**src/rtl/tlpc_pkg.sv**
```systemverilog
// Types and constants for the pedestrian-button traffic light controller.
// Shared by tlpc_step and traffic_light_pedestrian_controller_core.
package tlpc_pkg;

  localparam int CFG_IDX_W  = 3;
  localparam int CFG_DATA_W = 12;

  localparam logic [CFG_IDX_W-1:0] REG_PHASE_POLLS     = 3'd0;
  localparam logic [CFG_IDX_W-1:0] REG_POLL_TICKS      = 3'd1;
  localparam logic [CFG_IDX_W-1:0] REG_BLINK_COUNT     = 3'd2;
  localparam logic [CFG_IDX_W-1:0] REG_BLINK_ON_TICKS  = 3'd3;
  localparam logic [CFG_IDX_W-1:0] REG_BLINK_OFF_TICKS = 3'd4;
  localparam logic [CFG_IDX_W-1:0] REG_WALK_TICKS      = 3'd5;

  localparam logic [2:0] PH_GREEN    = 3'd0;
  localparam logic [2:0] PH_YELLOW   = 3'd1;
  localparam logic [2:0] PH_RED      = 3'd2;
  localparam logic [2:0] PH_PEDBLINK = 3'd3;
  localparam logic [2:0] PH_PEDWALK  = 3'd4;

  localparam logic [1:0] FROM_GREEN   = 2'd0;
  localparam logic [1:0] FROM_NEITHER = 2'd1;
  localparam logic [1:0] FROM_RED     = 2'd2;

  // lamp bit positions: green, yellow, red
  localparam int LAMP_G = 0;
  localparam int LAMP_Y = 1;
  localparam int LAMP_R = 2;

  localparam logic [2:0] LAMPS_G  = 3'b001;
  localparam logic [2:0] LAMPS_R  = 3'b100;
  localparam logic [2:0] LAMPS_RY = 3'b110;

  typedef struct packed {
    logic [7:0]  phase_polls;
    logic [7:0]  poll_ticks;
    logic [3:0]  blink_count;
    logic [7:0]  blink_on_ticks;
    logic [7:0]  blink_off_ticks;
    logic [11:0] walk_ticks;
  } cfg_t;

  typedef struct packed {
    logic [2:0]  phase;
    logic [1:0]  came_from;
    logic        pending;
    logic [11:0] tick;
    logic [7:0]  rounds;
    logic [2:0]  car;
    logic [2:0]  walk;
    logic        joins;
  } state_t;

  localparam cfg_t CFG_RESET = '{
    phase_polls:     8'd50,
    poll_ticks:      8'd2,
    blink_count:     4'd5,
    blink_on_ticks:  8'd5,
    blink_off_ticks: 8'd10,
    walk_ticks:      12'd100
  };

  localparam state_t STATE_RESET = '{
    phase:     PH_GREEN,
    came_from: FROM_NEITHER,
    pending:   1'b0,
    tick:      12'd0,
    rounds:    8'd0,
    car:       LAMPS_G,
    walk:      LAMPS_R,
    joins:     1'b0
  };

endpackage

```
**src/rtl/tlpc_step.sv**
```systemverilog
// Next-state logic for one tick of the traffic light controller.
// Depends on tlpc_pkg for state, configuration types and phase codes.
module tlpc_step (
  input  tlpc_pkg::state_t cur,
  input  tlpc_pkg::cfg_t   cfg,
  input  logic             button,
  output tlpc_pkg::state_t nxt
);

  logic [9:0]  period;
  logic [8:0]  on_off;
  logic [11:0] tick_inc;
  logic [7:0]  round_inc;
  logic        ped;
  logic        lit_now;
  logic        lit_zero;

  function automatic logic blink_lit(input logic [11:0] t, input logic [7:0] on,
                                     input logic [8:0] onoff);
    blink_lit = (t < 12'(on)) || (t >= 12'(onoff));
  endfunction

  assign period    = 10'({cfg.blink_on_ticks, 1'b0}) + 10'(cfg.blink_off_ticks);
  assign on_off    = 9'(cfg.blink_on_ticks) + 9'(cfg.blink_off_ticks);
  assign tick_inc  = cur.tick + 12'd1;
  assign round_inc = cur.rounds + 8'd1;
  assign ped       = (cur.phase == tlpc_pkg::PH_PEDBLINK) ||
                     (cur.phase == tlpc_pkg::PH_PEDWALK);
  assign lit_now   = blink_lit(tick_inc, cfg.blink_on_ticks, on_off);
  assign lit_zero  = blink_lit(12'd0, cfg.blink_on_ticks, on_off);

  always_comb begin
    nxt      = cur;
    nxt.tick = tick_inc;
    if (!ped && button) begin
      nxt.pending = 1'b1;
    end
    case (cur.phase)
      tlpc_pkg::PH_GREEN, tlpc_pkg::PH_RED: begin
        if (tick_inc >= 12'(cfg.poll_ticks)) begin
          nxt.tick   = 12'd0;
          nxt.rounds = round_inc;
          if (nxt.pending) begin
            nxt.phase     = tlpc_pkg::PH_PEDBLINK;
            nxt.rounds    = 8'd0;
            nxt.came_from = (cur.phase == tlpc_pkg::PH_GREEN) ?
                            tlpc_pkg::FROM_GREEN : tlpc_pkg::FROM_RED;
            nxt.joins     = (cur.phase == tlpc_pkg::PH_GREEN);
            nxt.walk      = tlpc_pkg::LAMPS_RY;
            if (cur.phase == tlpc_pkg::PH_GREEN) begin
              nxt.car[tlpc_pkg::LAMP_Y] = 1'b1;
            end
          end else if (round_inc >= cfg.phase_polls) begin
            nxt.phase     = tlpc_pkg::PH_YELLOW;
            nxt.rounds    = 8'd0;
            nxt.came_from = (cur.phase == tlpc_pkg::PH_GREEN) ?
                            tlpc_pkg::FROM_GREEN : tlpc_pkg::FROM_RED;
            nxt.car[tlpc_pkg::LAMP_Y] = 1'b1;
            nxt.walk      = tlpc_pkg::LAMPS_R;
          end
        end
      end
      tlpc_pkg::PH_YELLOW: begin
        if (tick_inc >= 12'(period)) begin
          nxt.tick   = 12'd0;
          nxt.rounds = round_inc;
          if (nxt.pending) begin
            nxt.phase     = tlpc_pkg::PH_PEDBLINK;
            nxt.rounds    = 8'd0;
            nxt.came_from = tlpc_pkg::FROM_NEITHER;
            nxt.joins     = 1'b1;
            nxt.walk      = tlpc_pkg::LAMPS_RY;
            nxt.car[tlpc_pkg::LAMP_Y] = 1'b1;
          end else if (round_inc >= 8'(cfg.blink_count)) begin
            nxt.rounds = 8'd0;
            nxt.walk   = tlpc_pkg::LAMPS_R;
            if (cur.came_from == tlpc_pkg::FROM_GREEN) begin
              nxt.phase = tlpc_pkg::PH_RED;
              nxt.car   = tlpc_pkg::LAMPS_R;
            end else if (cur.came_from == tlpc_pkg::FROM_RED) begin
              nxt.phase = tlpc_pkg::PH_GREEN;
              nxt.car   = tlpc_pkg::LAMPS_G;
            end else begin
              nxt.car[tlpc_pkg::LAMP_Y] = 1'b1;
            end
          end else begin
            nxt.car[tlpc_pkg::LAMP_Y] = lit_zero;
          end
        end else begin
          nxt.car[tlpc_pkg::LAMP_Y] = lit_now;
        end
      end
      tlpc_pkg::PH_PEDBLINK: begin
        if (tick_inc >= 12'(period)) begin
          nxt.tick   = 12'd0;
          nxt.rounds = round_inc;
          if (round_inc >= 8'(cfg.blink_count)) begin
            nxt.phase  = tlpc_pkg::PH_PEDWALK;
            nxt.rounds = 8'd0;
            nxt.car    = tlpc_pkg::LAMPS_R;
            nxt.walk   = tlpc_pkg::LAMPS_G;
          end else begin
            nxt.walk[tlpc_pkg::LAMP_Y] = lit_zero;
            if (cur.joins) begin
              nxt.car[tlpc_pkg::LAMP_Y] = lit_zero;
            end
          end
        end else begin
          nxt.walk[tlpc_pkg::LAMP_Y] = lit_now;
          if (cur.joins) begin
            nxt.car[tlpc_pkg::LAMP_Y] = lit_now;
          end
        end
      end
      tlpc_pkg::PH_PEDWALK: begin
        if (tick_inc >= cfg.walk_ticks) begin
          nxt.pending = 1'b0;
          nxt.tick    = 12'd0;
          nxt.rounds  = 8'd0;
          nxt.walk    = tlpc_pkg::LAMPS_R;
          if (cur.came_from == tlpc_pkg::FROM_GREEN ||
              cur.came_from == tlpc_pkg::FROM_RED) begin
            nxt.phase = tlpc_pkg::PH_YELLOW;
            nxt.car   = tlpc_pkg::LAMPS_RY;
          end else begin
            nxt.phase = tlpc_pkg::PH_GREEN;
            nxt.car   = tlpc_pkg::LAMPS_G;
          end
        end
      end
      default: begin
        nxt.phase  = tlpc_pkg::PH_GREEN;
        nxt.tick   = 12'd0;
        nxt.rounds = 8'd0;
        nxt.car    = tlpc_pkg::LAMPS_G;
        nxt.walk   = tlpc_pkg::LAMPS_R;
      end
    endcase
  end

endmodule

```
**src/rtl/traffic_light_pedestrian_controller_core.sv**
```systemverilog
// Top level of the pedestrian-button traffic light controller.
// Depends on tlpc_pkg and tlpc_step.
//
// Each input word is one tick carrying the button flag; each tick yields one
// result word with the six lamps as they stand after that tick. Unless
// stalled, a word is taken every cycle and its result word is valid the next
// cycle, so the block sustains one tick per clock. The controller state and
// the lamps live in one register bank updated by a single pass of tlpc_step;
// in_stall rises only while a result word is held and stalled at the output.
// Configuration registers are written through the cfg_ port, which is always
// ready, and should be changed only while no tick is in flight.
module traffic_light_pedestrian_controller_core (
  input  logic                               clk,
  input  logic                               rst_n,
  input  logic                               in_valid,
  output logic                               in_stall,
  input  logic                               in_button,
  output logic                               out_valid,
  input  logic                               out_stall,
  output logic                               out_car_green,
  output logic                               out_car_yellow,
  output logic                               out_car_red,
  output logic                               out_walk_green,
  output logic                               out_walk_yellow,
  output logic                               out_walk_red,
  input  logic                               cfg_valid,
  output logic                               cfg_ready,
  input  logic [tlpc_pkg::CFG_IDX_W-1:0]     cfg_index,
  input  logic [tlpc_pkg::CFG_DATA_W-1:0]    cfg_data
);

  tlpc_pkg::state_t st_r;
  tlpc_pkg::state_t st_nxt;
  tlpc_pkg::cfg_t   cfg_r;
  tlpc_pkg::cfg_t   cfg_nxt;
  logic             out_valid_r;
  logic             out_valid_nxt;
  logic             in_acc;

  assign in_stall      = out_valid_r & out_stall;
  assign in_acc        = in_valid & ~in_stall;
  assign out_valid_nxt = in_acc | (out_valid_r & out_stall);
  assign cfg_ready     = 1'b1;

  tlpc_step u_step (
    .cur    (st_r),
    .cfg    (cfg_r),
    .button (in_button),
    .nxt    (st_nxt)
  );

  always_comb begin
    cfg_nxt = cfg_r;
    if (cfg_valid && cfg_ready) begin
      case (cfg_index)
        tlpc_pkg::REG_PHASE_POLLS:     cfg_nxt.phase_polls     = cfg_data[7:0];
        tlpc_pkg::REG_POLL_TICKS:      cfg_nxt.poll_ticks      = cfg_data[7:0];
        tlpc_pkg::REG_BLINK_COUNT:     cfg_nxt.blink_count     = cfg_data[3:0];
        tlpc_pkg::REG_BLINK_ON_TICKS:  cfg_nxt.blink_on_ticks  = cfg_data[7:0];
        tlpc_pkg::REG_BLINK_OFF_TICKS: cfg_nxt.blink_off_ticks = cfg_data[7:0];
        tlpc_pkg::REG_WALK_TICKS:      cfg_nxt.walk_ticks      = cfg_data;
        default: ;
      endcase
    end
  end

  always_ff @(posedge clk) begin
    if (!rst_n) begin
      st_r        <= tlpc_pkg::STATE_RESET;
      cfg_r       <= tlpc_pkg::CFG_RESET;
      out_valid_r <= 1'b0;
    end else begin
      cfg_r       <= cfg_nxt;
      out_valid_r <= out_valid_nxt;
      if (in_acc) begin
        st_r <= st_nxt;
      end
    end
  end

  assign out_valid       = out_valid_r;
  assign out_car_green   = st_r.car[tlpc_pkg::LAMP_G];
  assign out_car_yellow  = st_r.car[tlpc_pkg::LAMP_Y];
  assign out_car_red     = st_r.car[tlpc_pkg::LAMP_R];
  assign out_walk_green  = st_r.walk[tlpc_pkg::LAMP_G];
  assign out_walk_yellow = st_r.walk[tlpc_pkg::LAMP_Y];
  assign out_walk_red    = st_r.walk[tlpc_pkg::LAMP_R];

  a_walk_needs_car_red: assert property (@(posedge clk) disable iff (!rst_n)
    st_r.walk[tlpc_pkg::LAMP_G] |-> st_r.car[tlpc_pkg::LAMP_R])
    else $error("pedestrian green without car red");

  a_no_double_green: assert property (@(posedge clk) disable iff (!rst_n)
    !(st_r.walk[tlpc_pkg::LAMP_G] && st_r.car[tlpc_pkg::LAMP_G]))
    else $error("car and pedestrian green together");

  a_hold_on_stall: assert property (@(posedge clk) disable iff (!rst_n)
    (out_valid_r && out_stall) |=> $stable(st_r))
    else $error("state moved while result word stalled");

  a_ped_has_press: assert property (@(posedge clk) disable iff (!rst_n)
    (st_r.phase == tlpc_pkg::PH_PEDBLINK || st_r.phase == tlpc_pkg::PH_PEDWALK)
    |-> st_r.pending)
    else $error("pedestrian sequence without a pending press");

  a_phase_legal: assert property (@(posedge clk) disable iff (!rst_n)
    st_r.phase <= tlpc_pkg::PH_PEDWALK)
    else $error("phase code out of range");

endmodule
```
**config.mk**
```make
export PLATFORM = sky130hd
export DESIGN_NAME = traffic_light_pedestrian_controller_core
export DESIGN_NICKNAME = d
export VERILOG_FILES = /design/src/rtl/tlpc_pkg.sv /design/src/rtl/tlpc_step.sv /design/src/rtl/traffic_light_pedestrian_controller_core.sv
export SDC_FILE = /design/constraint.sdc
export NUM_CORES = 1
export LEC_CHECK = 0
export BUFFER_PORTS_ARGS = -buffer_cell sky130_fd_sc_hd__clkbuf_2
export CELL_PAD_IN_SITES_DETAIL_PLACEMENT = 1
export CELL_PAD_IN_SITES_GLOBAL_PLACEMENT = 1
export CORE_MARGIN = 4
export CORE_UTILIZATION = 44
export DETAILED_ROUTE_END_ITERATION = 7
export PLACE_DENSITY = 0.78
export SYNTH_ARGS = -nofsm -noshare
export SYNTH_HDL_FRONTEND = slang
export SYNTH_SLANG_ARGS = --single-unit
```
**constraint.sdc**
```tcl
create_clock -name clk -period 5.1 [get_ports clk]
set_input_delay 1.02 -clock clk [delete_from_list [all_inputs] [get_ports clk]]
set_output_delay 1.02 -clock clk [all_outputs]
set_load 0.01 [all_outputs]
```
# ---- Yosys cells after proc, flatten, opt, wreduce, memory -nomap -nowiden
# Cells that the tools add are included.
dict set report op_classes {
  n_addsub 4
  order_cmp 9
  eq_ne 26
  mux 65
  bitwise_logic 5
  reduce_logical 25
}
# op count
set ops {}
lappend ops {{one-hot mux 20 bit (4 select lines)} 1}
lappend ops {{2-to-1 mux 21 bit} 2}
lappend ops {{2-to-1 mux 3 bit} 12}
lappend ops {{2-to-1 mux 27 bit} 1}
lappend ops {{2-to-1 mux 1 bit} 25}
lappend ops {{2-to-1 mux 5 bit} 5}
lappend ops {{2-to-1 mux 8 bit} 3}
lappend ops {{one-hot mux 3 bit (4 select lines)} 2}
lappend ops {{2-to-1 mux 20 bit} 1}
lappend ops {{2-to-1 mux 9 bit} 2}
lappend ops {{AND reduction 6 bit} 3}
lappend ops {{AND reduction 9 bit} 2}
lappend ops {{adder 12 x 1 -> 12 bit, second input constant} 1}
lappend ops {{equality test 3 x 2 -> 1 bit, second input constant} 4}
lappend ops {{>= comparator 12 x 10 -> 1 bit} 1}
lappend ops {{>= comparator 12 bit} 1}
lappend ops {{>= comparator 12 x 8 -> 1 bit} 1}
lappend ops {{>= comparator 12 x 9 -> 1 bit} 1}
lappend ops {{less-than comparator 12 x 8 -> 1 bit} 1}
lappend ops {{one-hot mux 1 bit (4 select lines)} 3}
lappend ops {{AND reduction 2 bit} 6}
lappend ops {{adder 9 x 8 -> 10 bit} 1}
lappend ops {{!= test 2 x 1 -> 1 bit, second input constant} 5}
lappend ops {{adder 8 x 8 -> 9 bit} 1}
lappend ops {{other kinds (29)} 49}
dict set report word_totals {
  register_bits 82
  inputBits 21
  output_inout_bits 9
  wordCells 151
}

# ---- Longest topological paths before layout
# Gate-level depths: netlist (run 1).
dict set report depth {
  ltp_word 8
  mapped_depth 19
  mapped_depth_nobuf 18
}

# ---- Modules after synthesis
# Synthesis (run 1) repeated with hierarchy kept, for this count alone.
dict set report hier_totals {
  cells_unflattened 788
  hier_area_um2 6523.8
}
# mod instances cells_per_inst area_each_um2 seq_area_each_um2
set by_module_without_submodules {}
lappend by_module_without_submodules {traffic_light_pedestrian_controller_core 1 333 3279.4 1641.6}
lappend by_module_without_submodules {tlpc_step 1 455 3244.4 0.0}

# ---- Worst setup path after synthesis (run 1)
# OpenSTA, ideal clock, no wires.
dict set report synth_path {
  path_type {register to register}
  from {reg cfg_r[13] (netlist name)}
  to {reg st_r, in the netlist out_car_yellow}
  setup_ns 0.072
  t_arrival_ns 3.912
  required_time_ns 5.028
  path_slack_ns 1.116
  stages_incl_launch_ff 19
  n_path_buf 1
  synth_period_minus_slack_ns 3.984
  cell_sequence {dfxtp_1 ha_1 fa_1 a21oi_1 nor2_1 nor2_1 o21bai_1 a21oi_1 xor2_1 ha_1 and4_1 a2111oi_0 o22ai_1 nor4b_2 buf_2 nor2_1 or4b_1 o311ai_1 mux2i_1}
}
dict set report synth_between {
  elab_chain_cells 7
  word_cells_on_any_way 17
  classes_between {2 x add/sub; 3 x order compare; 1 x eq/ne; 8 x mux; 3 x reduce/logical}
}
# element line
set synth_rtl {}
lappend synth_rtl {{start, declared} traffic_light_pedestrian_controller_core.sv:34} ;# tlpc_pkg::cfg_t cfg_r;
lappend synth_rtl {{start signal, assigned} traffic_light_pedestrian_controller_core.sv:70} ;# cfg_r <= tlpc_pkg::CFG_RESET;
lappend synth_rtl {{start signal, assigned} traffic_light_pedestrian_controller_core.sv:73} ;# cfg_r <= cfg_nxt;
lappend synth_rtl {{adder 8 x 8 -> 9 bit} tlpc_step.sv:24} ;# assign on_off = 9'(cfg.blink_on_ticks) + 9'(cfg.blink_off_ticks);
lappend synth_rtl {{>= comparator 1 x 9 -> 1 bit} tlpc_step.sv:20} ;# blink_lit = (t < 12'(on)) || (t >= 12'(onoff));
lappend synth_rtl {{logical OR 1 bit} tlpc_step.sv:20}
lappend synth_rtl {{2-to-1 mux 1 bit, on equally long branches} {tlpc_step.sv:104, tlpc_step.sv:74}}
lappend synth_rtl {{2-to-1 mux 1 bit, on equally long branches} {tlpc_step.sv:97, tlpc_step.sv:67}}
lappend synth_rtl {{2-to-1 mux 1 bit, on equally long branches} {tlpc_step.sv:94, tlpc_step.sv:64}}
lappend synth_rtl {{one-hot mux 1 bit (4 select lines)} tlpc_step.sv:38} ;# case (cur.phase)
lappend synth_rtl {{end signal, assigned} traffic_light_pedestrian_controller_core.sv:69} ;# st_r <= tlpc_pkg::STATE_RESET;
lappend synth_rtl {{end signal, assigned} traffic_light_pedestrian_controller_core.sv:76} ;# st_r <= st_nxt;
lappend synth_rtl {{end, declared} traffic_light_pedestrian_controller_core.sv:32} ;# tlpc_pkg::state_t st_r;
# Parallel ways exist; a longest one is shown, timed or not. The select of a mux whose other input is x is not followed.
# A chain may end at the register's enable or synchronous reset.

# ---- Worst setup path in the final report (run 1)
# Same ends and word-level chain as after synthesis.

==> results of run 1 <==
worst max-delay path by stage:
stage | start | endpoint | slack (ns) | cells after the start
after detailed placement | cfg_r[13] | out_car_yellow | 0.68 | 18
after floorplan | cfg_r[13] | out_car_yellow | 1.12 | 18
after global routing | cfg_r[13] | out_car_yellow | 0.27 | 18
after CTS | cfg_r[13] | out_car_yellow | 0.59 | 18
after global placement | cfg_r[13] | out_car_yellow | 0.94 | 18
final | cfg_r[13] | out_car_yellow | 0.58 | 18
power groups by stage:
stage | Combinational, mW | Clock [mW] | Sequential (mW)
2_1_floorplan | 0.179 | 0 | 0.691
3_3_place_gp | 0.246 | 0 | 0.696
3_5_place_dp | 0.258 | 0 | 0.698
4_1_cts | 0.262 | 0.771 | 0.683
5_1_grt | 0.293 | 0.803 | 0.688
6_report | 0.262 | 0.762 | 0.684
Yosys cell counts, types with 10 or more instances:
cell / number / area [um2]
o21ai_0: 21 / 105
a21o_1: 10 / 75.1
clkbuf_1: 17 / 63.8
ha_1: 75 / 938
a21oi_1: 62 / 310
nand2b_1: 12 / 75.1
dfxtp_1: 82 / 1640
nor2_1: 46 / 173
o211ai_1: 14 / 105
inv_1: 52 / 195
nand3_1: 31 / 155
nand2_1: 110 / 413
nor3_1: 13 / 65.1
xnor2_1: 17 / 149
a22oi_1: 10 / 75.1
sequential cells by signal (all words and copies together) (netlist names):
| name | count |
|---|---|
| out_car_green | 1 |
| out_walk_red | 1 |
| out_valid | 1 |
| out_car_yellow | 1 |
| out_walk_green | 1 |
| st_r | 27 |
| cfg_r | 48 |
| out_walk_yellow | 1 |
| out_car_red | 1 |
routing by layer:
layer / routed length [um] / GRT usage / up-vias
li1: - / - / 2643
met1: 8100 / 0.310 / 2610
met2: 8190 / 0.409 / 91
met3: 540 / 0.0407 / 23
met4: 289 / 0.0685 / 0
met5: 0 / 0 / -
logic make-up after synthesis:
logic type,after synthesis,share of synthesized area
other,1,0.000645
XOR/XNOR,22,0.0331
buffers and inverters,78,0.0542
flip-flops,82,0.282
adder cells (fa/ha/maj),77,0.168
AND/OR/NAND/NOR,269,0.225
AO/OA/AOI/OAI,187,0.221
multiplexers,9,0.0155
stage by stage:
stage                      util  hold WS (ns)
after CTS                 0.504         0.457
after global routing      0.504         0.463
after global placement    0.478         0.434
final                     0.504         0.451
after detailed placement  0.478         0.444
after floorplan               -         0.436
layout make-up:
| type | instances | area [um2] |
|---|---|---|
| Clock inverter | 7 | 116 |
| Clock buffer | 9 | 225 |
| Multi-Input combinational cell | 565 | 3860 |
| Inverter | 53 | 199 |
| Sequential cell | 82 | 1640 |
| Fill cell | 1558 | 6330 |
| Tap cell | 172 | 215 |
| Timing Repair Buffer | 34 | 185 |
==> impl_metrics.ini, run 1 <==
[sta]
final-setup-viol-count = 0
rsz0062_at_grt = no
worst_pin_slew_ns = 1.21
fin_skew_ns = 0.00620
timing.final.crit_share = 0.886
maxSlewViolCount = 0
hold_viol = 0
tns_ns = 0
slew-limit-headroom = 0.193
fin_ws_ns = 0.580
fin_crit_ns = 4.52
max_clock_freq_mhz = 221

[clock_network]
cts_buffers = 9
clk_latency_ns = 0.36
clock_path_buffers = 2
cts_setup_buffers = 0
clock_tree.root_cell = clkbuf_16
numClockSinks = 82
path_clk_slew_ns = 0.06
postCtsResizedCells = 0
cts_hold_buf = 0
tritoncts = yes
cts-htree-levels = 3

[power_and_ir_drop]
clkPwrFrac = 0.446
switching_share = 0.277
comb_power_share = 0.154
p_sw_uw = 473
p_int_mw = 1.24
peakVddDrop_mv = 0.203
total_power_mw = 1.71
total_leakage_power_nw = 2.66
seqPwrFrac = 0.400
p_per_area_nw_per_um2 = 265

[routing]
wl_per_cell_um = 18.6
ant_nets = 0
num_vias = 5367
first_iter_violations = 279
wirelength_um = 17100
drcViolationCount = 0
vias_per_cell = 5.82
drt-pass1-iter-count = 4

[setup_path]
max_stage_delay_ns = 0.54
cp_top_family = simple AND/OR/NAND/NOR gates
cp_max_fo = 11
cp_common_cell = nor2_1
path_class = register to register
r2r_end = out_car_yellow
rrSetupSlack_ns = 0.58
slowest_stage = or4b_1
r2r_start = cfg_r[13]
cp_cell_sequence = ha_1, fa_1, a21oi_1, nor2_1, nor2_1, o21bai_1, a21oi_1, xor2_1, ha_1, and4_1, a2111oi_0, o22ai_1, nor4b_2, buf_4, nor2_1, or4b_1, o311ai_1, mux2i_1
cp-end-kind = register
r2r_cells = 18
cp-start-kind = register
critical_path_buf_inv_count = 1
arrival_ns = 4.81
required_ns = 5.39

[floorplan]
die_w_um = 123
num_rows = 41
die_y_um = 123
die-area_um2 = 15100
design.core.area_um2 = 12800
start_util = 0.455
pin_count = 30

[synthesis]
synth_ff_type = dfxtp_1
synth_edf_count = 0
async_reset_ff_frac = 0
avgSynthCellArea_um2 = 8.02
yosys_warnings = 0
yosysUniqueCellTypes = 75
seq_area_frac_synth = 0.282
synth_fp_nets = 823
syn_area_um2 = 5820
synth_seq_cells = 82
syn_inst = 725

[placement]
place.gp.congestion = 0.870
dp_slack_ns = 0.684
dp.cells = 906
port-buffer-count = 28
hpwl_um = 13000
placed_cell_area_um2 = 6100

[final_layout]
antennaDiodeCount = 0
stdcell_count = 922
nNetsFinal = 843
final_area_um2 = 6440
drive_gt1_frac = 0.0933
area.growth.synth_to_final_pct = 10.8
final_cell_mix = 110 x nand2_1, 82 x dfxtp_1, 75 x ha_1, 62 x a21oi_1, 52 x inv_1
final_common_cell = nand2_1

[worst_hold_path]
holdCritPathClass = register to register
holdPathEnd = out_car_green
worstHoldStart = out_car_green
whs_path_depth = 1

[global_routing]
gr-total-overflow = 0
grt.total_usage = 0.239
grt_max_degree = 65
grt_pass1_vias = 5611
grt_first_pass_wirelength_um = 28400
antenna_found_initial = 0

[outcome]
outcome = finished clean

[run]
maxCapViolCount = 0
(Power assumes the default switching activity.)
==> inputs of run 2 (changes only) <==
--- a/config.mk
+++ b/config.mk
@@ -5,11 +5,12 @@
 export SDC_FILE = /design/constraint.sdc
 export NUM_CORES = 1
 export LEC_CHECK = 0
-export BUFFER_PORTS_ARGS = -buffer_cell sky130_fd_sc_hd__clkbuf_2
+export BUFFER_PORTS_ARGS = -buffer_cell sky130_fd_sc_hd__buf_2
 export CELL_PAD_IN_SITES_DETAIL_PLACEMENT = 1
 export CELL_PAD_IN_SITES_GLOBAL_PLACEMENT = 1
 export CORE_MARGIN = 4
 export CORE_UTILIZATION = 44
+export CTS_BUF_LIST = sky130_fd_sc_hd__clkbuf_8
 export DETAILED_ROUTE_END_ITERATION = 7
 export PLACE_DENSITY = 0.78
 export SYNTH_ARGS = -nofsm -noshare
==> run 2 against run 1 <==
Against the previous run: die area did not move; critical path depth stayed put; sequential power barely moved; hold slack improved by 0.0031 ns; critical endpoint unchanged; cell area is 2.3% lower.
==> impl_metrics.ini, run 2 (synthesis gave the netlist of run 1 again) <==
[floorplan]
start_util = 0.455
die_w_um = 123
pin_count = 30
die_y_um = 123
die-area_um2 = 15100
num_rows = 41
design.core.area_um2 = 12800

[clock_network]
cts_setup_buffers = 0
clock_tree.root_cell = clkbuf_8
postCtsResizedCells = 0
path_clk_slew_ns = 0.09
cts-htree-levels = 3
numClockSinks = 82
cts_hold_buf = 0
tritoncts = yes
cts_buffers = 9
clock_path_buffers = 2
clk_latency_ns = 0.38

[sta]
fin_crit_ns = 4.54
timing.final.crit_share = 0.891
slew-limit-headroom = 0.209
hold_viol = 0
fin_skew_ns = 0.0127
tns_ns = 0
final-setup-viol-count = 0
rsz0062_at_grt = no
maxSlewViolCount = 0
max_clock_freq_mhz = 220
worst_pin_slew_ns = 1.19

[setup_path]
cp-end-kind = register
cp_cell_sequence = ha_1, fa_1, a21oi_1, nor2_1, nor2_1, o21bai_1, a21oi_1, xor2_1, ha_1, and4_1, a2111oi_0, o22ai_1, nor4b_2, buf_4, nor2_1, or4b_1, o311ai_1, mux2i_1
arrival_ns = 4.84
slowest_stage = a2111oi_0
max_stage_delay_ns = 0.53
path_class = register to register
cp_common_cell = nor2_1
cp_max_fo = 11
r2r_start = cfg_r[13]
critical_path_buf_inv_count = 1
cp-start-kind = register
startpoint = cfg_r[13]
required_ns = 5.40
cp_top_family = compound AO/OA/AOI/OAI gates

[routing]
top_layer_used = met4
num_vias = 5407
wl_met2_um = 8390
drt-pass1-iter-count = 5
vias_per_cell = 5.87
wl_met3_um = 660
first_iter_violations = 289
drcViolationCount = 0
ant_nets = 0
wl_per_cell_um = 18.8
wirelength_um = 17300
met1Wirelength_um = 8050

[global_routing]
gr-total-overflow = 0
grt_first_pass_wirelength_um = 28300
antenna_found_initial = 0
grt.total_usage = 0.236
grt_pass1_vias = 5529
grt_max_degree = 65

[power_and_ir_drop]
p_int_uw = 993
comb_power_share = 0.184
total_power_mw = 1.43
clkPwrFrac = 0.340
peakVddDrop_mv = 0.172
seqPwrFrac = 0.476
p_per_area_nw_per_um2 = 228
total_leakage_power_nw = 2.59
p_sw_uw = 442
switching_share = 0.308

[final_layout]
top_register = cfg_r
reg_top3 = cfg_r (48), st_r (27)
drive_gt1_frac = 0.0908
seq_area_um2 = 1640
multi_input_area_um2 = 3860
antennaDiodeCount = 0
nNetsFinal = 843
final_cell_mix = 110 x nand2_1, 82 x dfxtp_1, 75 x ha_1, 62 x a21oi_1, 53 x inv_1
largest_reg_flops = 48
stdcell_count = 921
final_common_cell = nand2_1
fillerInstances = 1569
area.growth.synth_to_final_pct = 8.22

[run]
maxCapViolCount = 0

[worst_hold_path]
worstHoldStart = out_car_red
holdCritPathClass = register to register

[placement]
place.gp.congestion = 0.868
port-buffer-count = 28
hpwl_um = 13400
dp.cells = 906

[outcome]
outcome = finished clean
[run 2: cell count changes in the layout (fill, tap and decap cells not counted), sizes merged]
| cell | delta |
|---|---|
| bufinv | -2 |
| buf | +28 |
| clkbuf | -27 |
| clkinvlp | -1 |
| clkinv | +1 |
[run 2: area by class of cell]
type,count,area share
well taps,172,0.0342
flip-flops and latches,82,0.261
clock inverters,5,0.00894
repair buffers,34,0.0294
inverters,53,0.0316
multi-input cells,565,0.613
clock buffers,10,0.0219
[run 2: metal layers]
layer	vias up	global-route usage
met5	-	0
met3	17	0.0439
met1	2650	0.307
met2	104	0.405
li1	2636	-
met4	0	0.0609
[run 2: final timing paths]
path              slack [ns]        endpoint  depth (start not counted)
setup reg to reg        0.56  out_car_yellow                         18
hold reg to reg         0.45     out_car_red                          2
hold / removal          0.45     out_car_red                          2
setup / recovery        0.56  out_car_yellow                         18
[run 2: power groups by stage]
stage	clock network, mW	registers, mW	logic (mW)
2_1_floorplan	0	0.691	0.179
3_5_place_dp	0	0.698	0.261
5_1_grt	0.524	0.687	0.295
3_3_place_gp	0	0.696	0.246
6_report	0.487	0.683	0.264
4_1_cts	0.499	0.683	0.263
[run 2: worst register-to-register path, stage by stage (launching register included)]
cell and delay [ns]:
dfxtp_1 0.36, ha_1 0.24, fa_1 0.41, a21oi_1 0.15
nor2_1 0.06, nor2_1 0.15, o21bai_1 0.09, a21oi_1 0.23
xor2_1 0.18, ha_1 0.27, and4_1 0.16, a2111oi_0 0.53
o22ai_1 0.20, nor4b_2 0.24, buf_4 0.22, nor2_1 0.10
or4b_1 0.52, o311ai_1 0.13, mux2i_1 0.23
[run 2: stage by stage]
stage / cell area, um2 / setup WS, ns / utilization / hold WS, ns
detailed placement: 6100 / 0.632 / 0.478 / 0.446
finish: 6300 / 0.555 / 0.493 / 0.454
global placement: 6100 / 0.946 / 0.478 / 0.429
global route: 6300 / 0.354 / 0.493 / 0.471
floorplan: 5820 / 1.12 / - / 0.436
CTS: 6300 / 0.599 / 0.493 / 0.458
==> inputs of run 3 (changes only) <==
--- a/config.mk
+++ b/config.mk
@@ -12,7 +12,7 @@
 export CORE_UTILIZATION = 44
 export CTS_BUF_LIST = sky130_fd_sc_hd__clkbuf_8
 export DETAILED_ROUTE_END_ITERATION = 7
-export PLACE_DENSITY = 0.78
+export PLACE_DENSITY_LB_ADDON = 0.1
 export SYNTH_ARGS = -nofsm -noshare
 export SYNTH_HDL_FRONTEND = slang
 export SYNTH_SLANG_ARGS = --single-unit
==> constraint.sdc (replaced) <==
create_clock -name clk -period 5.2 [get_ports clk]
set_input_delay 1.04 -clock clk [delete_from_list [all_inputs] [get_ports clk]]
set_output_delay 1.04 -clock clk [all_outputs]
set_load 0.01 [all_outputs]
==> run 3 against run 2 <==
Against the previous run: core utilization hardly changed; critical endpoint unchanged; hold slack got worse by 0.0032 ns; first-iteration DRC count grew 28%; sequential cell count is the same; sequential share of layout area hardly changed; worst setup slack improved by 0.11 ns; die area is the same; via count up 0.15%; critical path type unchanged; power shrank 1.2%.
==> impl_metrics.ini, run 3 (synthesis gave the netlist of run 1 again) <==
[outcome]
outcome = finished clean

[placement]
hpwl_um = 13500
place.gp.congestion = 0.881
port-buffer-count = 28
placed_cell_area_um2 = 6100

[setup_path]
cp-start-kind = register
path_class = register to register
cp_max_fo = 11
cp-end-kind = register
arrival_ns = 4.84
required_ns = 5.51
rrSetupSlack_ns = 0.67

[final_layout]
fillerInstances = 1589
area.growth.synth_to_final_pct = 8.24
nNetsFinal = 843
seq_area_um2 = 1640
drive_gt1_frac = 0.0920
antennaDiodeCount = 0
top_register = cfg_r
final_cell_mix = 110 x nand2_1, 82 x dfxtp_1, 75 x ha_1, 62 x a21oi_1, 53 x inv_1
final_area_um2 = 6300
multi_input_area_um2 = 3860
final_common_cell = nand2_1
final_util = 0.493
largest_reg_flops = 48
reg_top3 = cfg_r (48), st_r (27)

[clock_network]
cts_hold_buf = 0
postCtsResizedCells = 0
cts_setup_buffers = 0
clock_tree.root_cell = clkbuf_8
tritoncts = yes
cts_buffers = 9
path_clk_slew_ns = 0.09
cts-htree-levels = 3
numClockSinks = 82
clock_path_buffers = 2
clk_latency_ns = 0.39

[routing]
wirelength_um = 17500
drcViolationCount = 0
first_iter_violations = 369
drt-pass1-iter-count = 5
ant_nets = 0
num_vias = 5415
wl_per_cell_um = 19.0
vias_per_cell = 5.87

[floorplan]
pin_count = 30
start_util = 0.455
design.core.area_um2 = 12800
die_w_um = 123
die_y_um = 123
num_rows = 41
die-area_um2 = 15100

[power_and_ir_drop]
p_int_uw = 975
total_leakage_power_nw = 2.60
seqPwrFrac = 0.473
p_sw_uw = 442
clkPwrFrac = 0.344
peakVddDrop_mv = 0.117
switching_share = 0.312
comb_power_share = 0.182
p_per_area_nw_per_um2 = 225

[sta]
fin_skew_ns = 0.0139
rsz0062_at_grt = no
tns_ns = 0
final-setup-viol-count = 0
timing.final.crit_share = 0.872
hold_viol = 0
worst_pin_slew_ns = 1.07
slew-limit-headroom = 0.287
fin_crit_ns = 4.53
maxSlewViolCount = 0
max_clock_freq_mhz = 221

[global_routing]
grt_max_degree = 46
grt_pass1_vias = 5667
grt.total_usage = 0.246
gr-total-overflow = 0
grt_first_pass_wirelength_um = 29300
antenna_found_initial = 0

[worst_hold_path]
holdCritPathClass = register to register

[run]
maxCapViolCount = 0
[run 3: worst paths after layout]
path,startpoint,to,cells after the start
max,cfg_r[13],out_car_yellow,18
min,out_car_red,out_car_red,2
max reg2reg,cfg_r[13],out_car_yellow,18
min reg2reg,out_car_red,out_car_red,2
[run 3: critical path, stage by stage, from the launching register on]
cell and delay [ns]:
dfxtp_1 0.37, ha_1 0.26, fa_1 0.42, a21oi_1 0.15, nor2_1 0.06, nor2_1 0.16
o21bai_1 0.08, a21oi_1 0.25, xor2_1 0.18, ha_1 0.28, and4_1 0.16, a2111oi_0 0.47
o22ai_1 0.19, nor4b_2 0.26, buf_4 0.22, nor2_1 0.09, or4b_1 0.52, o311ai_1 0.12
mux2i_1 0.22
[run 3: final cells by class]
type                    count  area share
well taps                 172      0.0342
multi-input cells         565       0.613
clock inverters             6     0.00914
flip-flops and latches     82       0.261
inverters                  53      0.0316
repair buffers             34      0.0294
clock buffers              10      0.0219
[run 3: through the flow]
stage                     setup slack [ns]  power [mW]  instances  hold slack (ns)
after global routing                 0.306        1.49        922            0.483
after floorplan                       1.22       0.853        725            0.436
after global placement                1.00       0.926        906            0.427
after CTS                            0.675        1.43        922            0.455
final                                0.667        1.42        922            0.451
after detailed placement             0.713       0.940        906            0.443
[run 3: metal layers]
metal  vias to the layer above  share of wire  GRT usage
met5                         -              0          0
met4                         0          0.018     0.0768
met3                        22          0.049     0.0448
met2                       111           0.47      0.401
met1                      2652           0.47      0.332
li1                       2630              -          -
[run 3: power groups by stage]
stage	logic [mW]	clock network (mW)	registers (mW)
2_1_floorplan	0.176	0	0.678
3_3_place_gp	0.243	0	0.684
3_5_place_dp	0.255	0	0.685
4_1_cts	0.257	0.500	0.670
5_1_grt	0.290	0.521	0.674
6_report	0.258	0.488	0.671
